**config.mk**
```make
export PLATFORM = sky130hd
export DESIGN_NAME = perfect_square_root
export DESIGN_NICKNAME = d
export VERILOG_FILES = /design/src/hw/rtl/psqrt_pkg.sv /design/src/hw/rtl/psqrt_datapath.sv /design/src/hw/rtl/psqrt_controller.sv /design/src/hw/rtl/perfect_square_root.sv
export SDC_FILE = /design/constraint.sdc
export NUM_CORES = 1
export LEC_CHECK = 0
export BUFFER_PORTS_ARGS = -buffer_cell sky130_fd_sc_hd__buf_2
export CAP_MARGIN = 20
export CORE_UTILIZATION = 40
export CTS_BUF_LIST = sky130_fd_sc_hd__clkbuf_2 sky130_fd_sc_hd__clkbuf_4 sky130_fd_sc_hd__clkbuf_8
export DETAILED_ROUTE_END_ITERATION = 10
export PLACE_DENSITY = 0.69
export SYNTH_ARGS = -nofsm -noshare
export SYNTH_HDL_FRONTEND = slang
export SYNTH_HIERARCHICAL = 1
export SYNTH_SLANG_ARGS = --single-unit
export TNS_END_PERCENT = 5
```
**constraint.sdc**
```tcl
create_clock -name clock -period 17 [get_ports clock]
set_input_delay 1.7 -clock clock [delete_from_list [all_inputs] [get_ports clock]]
set_output_delay 1.7 -clock clock [all_outputs]
set_load 0.05 [all_outputs]
```
**src/hw/rtl/psqrt_pkg.sv**
```systemverilog
// Shared constants and controller-to-datapath command type for the square root block.
package psqrt_pkg;

   // Default operand width, in bits, including the sign bit.
   localparam int OPERAND_WIDTH_DEFAULT = 32;

   // Fixed widths of the stream payload fields.
   localparam int VALUE_WIDTH = 32;
   localparam int ROOT_WIDTH  = 16;

   // Commands from the controller to the datapath.
   typedef struct packed {
      logic load;    // Capture a new operand and start the root.
      logic step;    // Settle one root bit.
      logic finish;  // Check the remainder and write the result register.
   } psqrt_cmd_type;

endpackage

```
**src/hw/rtl/psqrt_datapath.sv**
```systemverilog
// Datapath of the square root block: digit-by-digit root iteration and result register.
module psqrt_datapath #(
   parameter int OPERAND_WIDTH = psqrt_pkg::OPERAND_WIDTH_DEFAULT
) (
   input  logic                             clock,
   input  psqrt_pkg::psqrt_cmd_type         cmd,
   input  logic [psqrt_pkg::VALUE_WIDTH-1:0] value,
   output logic [psqrt_pkg::ROOT_WIDTH-1:0]  root
);
   import psqrt_pkg::*;

   localparam int ITERS = OPERAND_WIDTH / 2;
   localparam logic [OPERAND_WIDTH-1:0] BIT_INIT =
      {{(OPERAND_WIDTH-1){1'b0}}, 1'b1} << (2 * (ITERS - 1));

   logic [OPERAND_WIDTH-1:0] rem_ff, rem_in;
   logic [OPERAND_WIDTH-1:0] res_ff, res_in;
   logic [OPERAND_WIDTH-1:0] bit_ff, bit_in;
   logic                     pos_ff, pos_in;
   logic [ROOT_WIDTH-1:0]    root_ff, root_in;

   logic [63:0]              value_ext;
   logic [63:0]              res_ext;
   logic [OPERAND_WIDTH-1:0] operand;
   logic [OPERAND_WIDTH:0]   trial;

   // Operand as a two's complement number of the configured width.
   assign value_ext = {{(64 - VALUE_WIDTH){value[VALUE_WIDTH-1]}}, value};
   assign operand   = value_ext[OPERAND_WIDTH-1:0];

   // Trial subtrahend of the current iteration.
   assign trial   = {1'b0, res_ff} + {1'b0, bit_ff};
   assign res_ext = 64'(res_ff);

   // Next values of the iteration registers and the result register.
   always_comb begin
      rem_in  = rem_ff;
      res_in  = res_ff;
      bit_in  = bit_ff;
      pos_in  = pos_ff;
      root_in = root_ff;
      if (cmd.load) begin
         rem_in = operand;
         res_in = '0;
         bit_in = BIT_INIT;
         pos_in = !operand[OPERAND_WIDTH-1] && (operand != '0);
      end else if (cmd.step) begin
         if ({1'b0, rem_ff} >= trial) begin
            rem_in = rem_ff - trial[OPERAND_WIDTH-1:0];
            res_in = (res_ff >> 1) + bit_ff;
         end else begin
            res_in = res_ff >> 1;
         end
         bit_in = bit_ff >> 2;
      end
      if (cmd.finish) begin
         root_in = (pos_ff && (rem_ff == '0)) ? res_ext[ROOT_WIDTH-1:0] : '0;
      end
   end

   // Payload registers need no reset.
   always_ff @(posedge clock) begin
      rem_ff  <= rem_in;
      res_ff  <= res_in;
      bit_ff  <= bit_in;
      pos_ff  <= pos_in;
      root_ff <= root_in;
   end

   assign root = root_ff;

endmodule

```
**src/hw/rtl/psqrt_controller.sv**
```systemverilog
// Controller of the square root block: handshakes, iteration count and result valid.
module psqrt_controller #(
   parameter int OPERAND_WIDTH = psqrt_pkg::OPERAND_WIDTH_DEFAULT
) (
   input  logic                     clock,
   input  logic                     reset,
   input  logic                     req_tvalid,
   output logic                     req_tready,
   output logic                     rsp_tvalid,
   input  logic                     rsp_tready,
   output psqrt_pkg::psqrt_cmd_type cmd
);
   import psqrt_pkg::*;

   localparam int ITERS     = OPERAND_WIDTH / 2;
   localparam int CNT_WIDTH = (ITERS > 1) ? $clog2(ITERS) : 1;
   localparam logic [CNT_WIDTH-1:0] CNT_LAST = CNT_WIDTH'(ITERS - 1);

   typedef enum logic [1:0] {
      ST_IDLE,
      ST_RUN,
      ST_DONE
   } state_type;

   state_type            state_ff, state_in;
   logic [CNT_WIDTH-1:0] cnt_ff, cnt_in;
   logic                 out_valid_ff, out_valid_in;
   logic                 out_free;
   logic                 accept;

   // The result register can take a new value when empty or being drained.
   assign out_free   = !out_valid_ff || rsp_tready;
   assign req_tready = (state_ff == ST_IDLE) || ((state_ff == ST_DONE) && out_free);
   assign accept     = req_tvalid && req_tready;

   assign cmd.load   = accept;
   assign cmd.step   = (state_ff == ST_RUN);
   assign cmd.finish = (state_ff == ST_DONE) && out_free;

   // Next state, iteration count and result valid flag.
   always_comb begin
      state_in     = state_ff;
      cnt_in       = cnt_ff;
      out_valid_in = out_valid_ff;
      if (rsp_tready) begin
         out_valid_in = 1'b0;
      end
      unique case (state_ff)
         ST_IDLE: begin
            if (accept) begin
               state_in = ST_RUN;
               cnt_in   = '0;
            end
         end
         ST_RUN: begin
            if (cnt_ff == CNT_LAST) begin
               state_in = ST_DONE;
            end else begin
               cnt_in = cnt_ff + 1'b1;
            end
         end
         ST_DONE: begin
            if (out_free) begin
               out_valid_in = 1'b1;
               if (accept) begin
                  state_in = ST_RUN;
                  cnt_in   = '0;
               end else begin
                  state_in = ST_IDLE;
               end
            end
         end
         default: begin
            state_in = ST_IDLE;
         end
      endcase
   end

   // State and registered outputs.
   always_ff @(posedge clock) begin
      if (reset) begin
         state_ff     <= ST_IDLE;
         cnt_ff       <= '0;
         out_valid_ff <= 1'b0;
      end else begin
         state_ff     <= state_in;
         cnt_ff       <= cnt_in;
         out_valid_ff <= out_valid_in;
      end
   end

   assign rsp_tvalid = out_valid_ff;

endmodule

```
**src/hw/rtl/perfect_square_root.sv**
```systemverilog
// Top level of the exact square root block with perfect-square test.
//
//   Channel   Direction  Payload                         Accepted when
//   req_      in         tdata[31:0] = value (signed)     req_tvalid && req_tready
//   rsp_      out        tdata[15:0] = root (unsigned)    rsp_tvalid && rsp_tready
//
// Each transaction settles one root bit per step in the shared subtract-and-shift
// unit, then checks the remainder. A new transaction is taken in the cycle the
// result is written. The result waits in an output register, so a stalled
// response holds only the finishing step. Synchronous reset clears the controller;
// no clearing pass is needed.
module perfect_square_root #(
   parameter int OPERAND_WIDTH = psqrt_pkg::OPERAND_WIDTH_DEFAULT
) (
   input  logic                            clock,
   input  logic                            reset,
   input  logic                            req_tvalid,
   output logic                            req_tready,
   input  logic [psqrt_pkg::VALUE_WIDTH-1:0] req_tdata,  // [31:0] value
   output logic                            rsp_tvalid,
   input  logic                            rsp_tready,
   output logic [psqrt_pkg::ROOT_WIDTH-1:0]  rsp_tdata   // [15:0] root
);
   import psqrt_pkg::*;

   psqrt_cmd_type cmd;

   // Sequencing and handshakes.
   psqrt_controller #(
      .OPERAND_WIDTH(OPERAND_WIDTH)
   ) u_controller (
      .clock      (clock),
      .reset      (reset),
      .req_tvalid (req_tvalid),
      .req_tready (req_tready),
      .rsp_tvalid (rsp_tvalid),
      .rsp_tready (rsp_tready),
      .cmd        (cmd)
   );

   // Root iteration and result register.
   psqrt_datapath #(
      .OPERAND_WIDTH(OPERAND_WIDTH)
   ) u_datapath (
      .clock (clock),
      .cmd   (cmd),
      .value (req_tdata),
      .root  (rsp_tdata)
   );

endmodule
```
==> out/metrics.cfg <==
[routing]
routed_via_density = 5.77
via_count = 7155
wl_per_cell_um = 16.3
ant_nets = 0
drcViolationCount = 0
drtIter0Drc = 499
first_pass_iters = 5
wl_um = 20300

[timing]
rsz0062_at_grt = false
fmax_mhz = 172
setup_slack_ns = 11.17
worstMarginPinSlew_ns = 0.951
period_needed_ns = 5.83
hold_viol = 0
clock_skew_ns = 0.0178
finalCritPeriodShare = 0.343
relSlewSlack = 0.366
finalSetupViolations = 0
fin_tns_setup_ns = 0
maxSlewViolCount = 0

[worst_hold_path]
whs_path_depth = 2
worstHoldEndpoint = u_datapath/res_ff[0]
min-delay-start = u_datapath/res_ff[0]
min_path_type = register to register

[critical_path]
path_class = register to register
path_cells = ha_1 -> a211oi_1 -> a211oi_1 -> a31oi_1 -> o21bai_1 -> a21oi_1 -> o21ai_0 -> mux2_2 -> a2111oi_0 -> ha_1 -> nor3_1 -> nor2_1 -> o41ai_1 -> nand2_1 -> a21oi_1 -> a21o_1 -> buf_4 -> o21ai_2 -> buf_4
cp-start-kind = register
r2r_slack_ns = 11.17
r2r.worst_path.cells = 19
cp_slowest_stage_delay_ns = 0.49
slowest_stage = o21ai_0
crit_required_ns = 17.10
end_kind = register
critPathArrivalTime_ns = 5.93
cp_max_fo = 41
rr_endpoint = u_datapath/rem_ff[8]
timing.rr.start = u_datapath/res_ff[4]

[power_and_ir_drop]
power_w = 0.00135
p_per_area_nw_per_um2 = 155
leakage_nw = 3.24
ir_worst_vdd_mv = 0.0700

[cts]
clock-root-buffer = clkbuf_8
clockBufferDepth = 2
numCtsBuffers = 9
cts.reportedPaths.clkPinSlew_ns = 0.10
clk_latency_ns = 0.40
cts_sinks = 104
cts_hold_buf = 0
cts_max_level = 3
cts_tree = yes
cts_setup_buffers = 0
postCtsResizedCells = 0

[global_route]
antenna_found_initial = 0
grt_remaining_overflow = 0
track_usage = 0.199
grt_pass1_vias = 6438
grt_max_degree = 95
grt_pass1_wl_um = 32400

[die]
die-area_um2 = 20700
initial_utilization = 0.412
die_h_um = 144
chipWidth_um = 144
io_pins = 54
design.core.area_um2 = 19600
rows = 51

[placed_design]
dp_cells = 1225
dp_hpwl_um = 14800
dp_slack_ns = 11.26
gp_congestion = 0.878
buffer_ports.inserted = 53

[synthesis]
ys_seq_elements = 104
synth_cell_types = 74
synth.yosys.seq_area_share = 0.319
synthesis.instances = 948
synth_fp_nets = 1052
synth_edf_count = 49
synth_flop_cell = dfxtp_1
avgSynthCellArea_um2 = 8.51
postSynth.asyncResetShare = 0
syn-cell-area_um2 = 8070
synth_warnings = 6

[finish]
layout-drive-gt1-share = 0.109
multi_input_area_um2 = 5210
seqCellArea_um2 = 2570
fin_util = 0.444
fillers = 1953
finalNetCount = 1075
diodes = 0
syn_to_final_growth_pct = 7.78
stdcell_count = 1241

[run]
maxCapViolations = 0

[status]
status = finished, final reports clean

## worst max path at each step
stage	depth (start not counted)	slack, ns	endpoint	start
2_1_floorplan	19	10.12	u_datapath/rem_ff[0]	u_datapath/res_ff[4]
5_1_grt	19	10.83	u_datapath/rem_ff[8]	u_datapath/res_ff[4]
4_1_cts	19	11.20	u_datapath/rem_ff[8]	u_datapath/res_ff[4]
6_report	19	11.17	u_datapath/rem_ff[8]	u_datapath/res_ff[4]
3_5_place_dp	19	11.26	u_datapath/rem_ff[29]	u_datapath/res_ff[4]
3_3_place_gp	19	11.43	u_datapath/rem_ff[26]	u_datapath/res_ff[4]
## worst max-delay path, delay by kind of cell, from the launching register on
family / cells / cell delay, ns
fa+ha+maj: 2 / 0.78
mux: 1 / 0.39
compound gates: 11 / 2.92
simple gates: 3 / 0.35
flops: 1 / 0.41
buf+inv: 2 / 0.67
## cells in the final DEF, fill, tap and decap left out, types with 4 or more instances in the layout
cell type,n
and3_1,5
nor2b_1,10
dfxtp_1,55
nand4_1,18
mux2_2,15
o311ai_0,6
nand3_1,14
o21ai_0,68
mux2i_1,25
xnor2_1,34
a21o_1,10
o31ai_1,13
ha_1,67
clkbuf_8,9
or3_1,12
a311oi_1,13
a21oi_1,53
nor4_1,19
and2_1,16
nand2b_1,11
a31oi_1,28
buf_4,7
xor2_1,26
o31a_1,4
a211oi_1,17
inv_1,23
nand2_1,92
nor3_1,14
edfxtp_1,49
o22ai_1,4
nor2_1,100
o21a_1,8
buf_2,53
o21bai_1,10
## synth_stat cells (13+ instances only)
cell / number / share of area
a211oi_1: 17 / 0.016
a21oi_1: 54 / 0.033
a311oi_1: 13 / 0.014
a31oi_1: 28 / 0.022
and2_1: 16 / 0.012
clkbuf_1: 31 / 0.014
dfxtp_1: 55 / 0.14
edfxtp_1: 49 / 0.18
ha_1: 67 / 0.10
inv_1: 23 / 0.011
mux2_2: 15 / 0.021
mux2i_1: 25 / 0.031
nand2_1: 92 / 0.043
nand3_1: 14 / 0.0087
nand4_1: 18 / 0.014
nor2_1: 101 / 0.047
nor3_1: 14 / 0.0087
nor4_1: 19 / 0.015
o21ai_0: 69 / 0.043
o31ai_1: 13 / 0.012
xnor2_1: 34 / 0.037
xor2_1: 26 / 0.028
## area by class of cell
type                    instances  share of cell area
multi-input cells             771               0.599
flip-flops and latches        104               0.296
well taps                     265              0.0381
repair buffers                 60              0.0365
clock buffers                  11              0.0160
inverters                      25              0.0108
clock inverters                 5             0.00360
## report_power, final
group | switching (W) | total (W) | leakage, nW | internal [W]
Clock | 0.0000909 | 0.000147 | 0.0919 | 0.0000566
Combinational | 0.000466 | 0.000785 | 2.23 | 0.000319
Sequential | 0.0000670 | 0.000416 | 0.921 | 0.000349
## per-stage QoR
stage | hold slack, ns | cell area [um2]
finish | 0.518 | 8700
global route | 0.547 | 8700
CTS | 0.518 | 8700
detailed placement | 0.505 | 8530
global placement | 0.494 | 8530
floorplan | 0.473 | 8070
## per-layer routing
layer | GRT usage | wire length (um)
met1 | 0.266 | 9530
met2 | 0.330 | 9580
met3 | 0.0235 | 794
met4 | 0.0711 | 382
met5 | 0 | 0
## sequential cells by signal, indices dropped and copies added (netlist names)
name,count
u_controller/cnt_ff,4
u_controller/rsp_tvalid,1
u_controller/state_ff,2
u_datapath/bit_ff,16
u_datapath/pos_ff,1
u_datapath/rem_ff,32
u_datapath/res_ff,32
u_datapath/root,16
## cell families (layout without fill, tap and decap cells)
| family | count (synthesis) | in the layout | share of synthesized area |
|---|---|---|---|
| buf+inv | 73 | 101 | 0.0372 |
| xor+xnor | 60 | 60 | 0.0651 |
| compound gates | 275 | 275 | 0.227 |
| flops | 104 | 104 | 0.319 |
| mux | 40 | 40 | 0.0519 |
| fa+ha+maj | 68 | 68 | 0.106 |
| simple gates | 328 | 328 | 0.194 |
(Power assumes the default switching activity.)
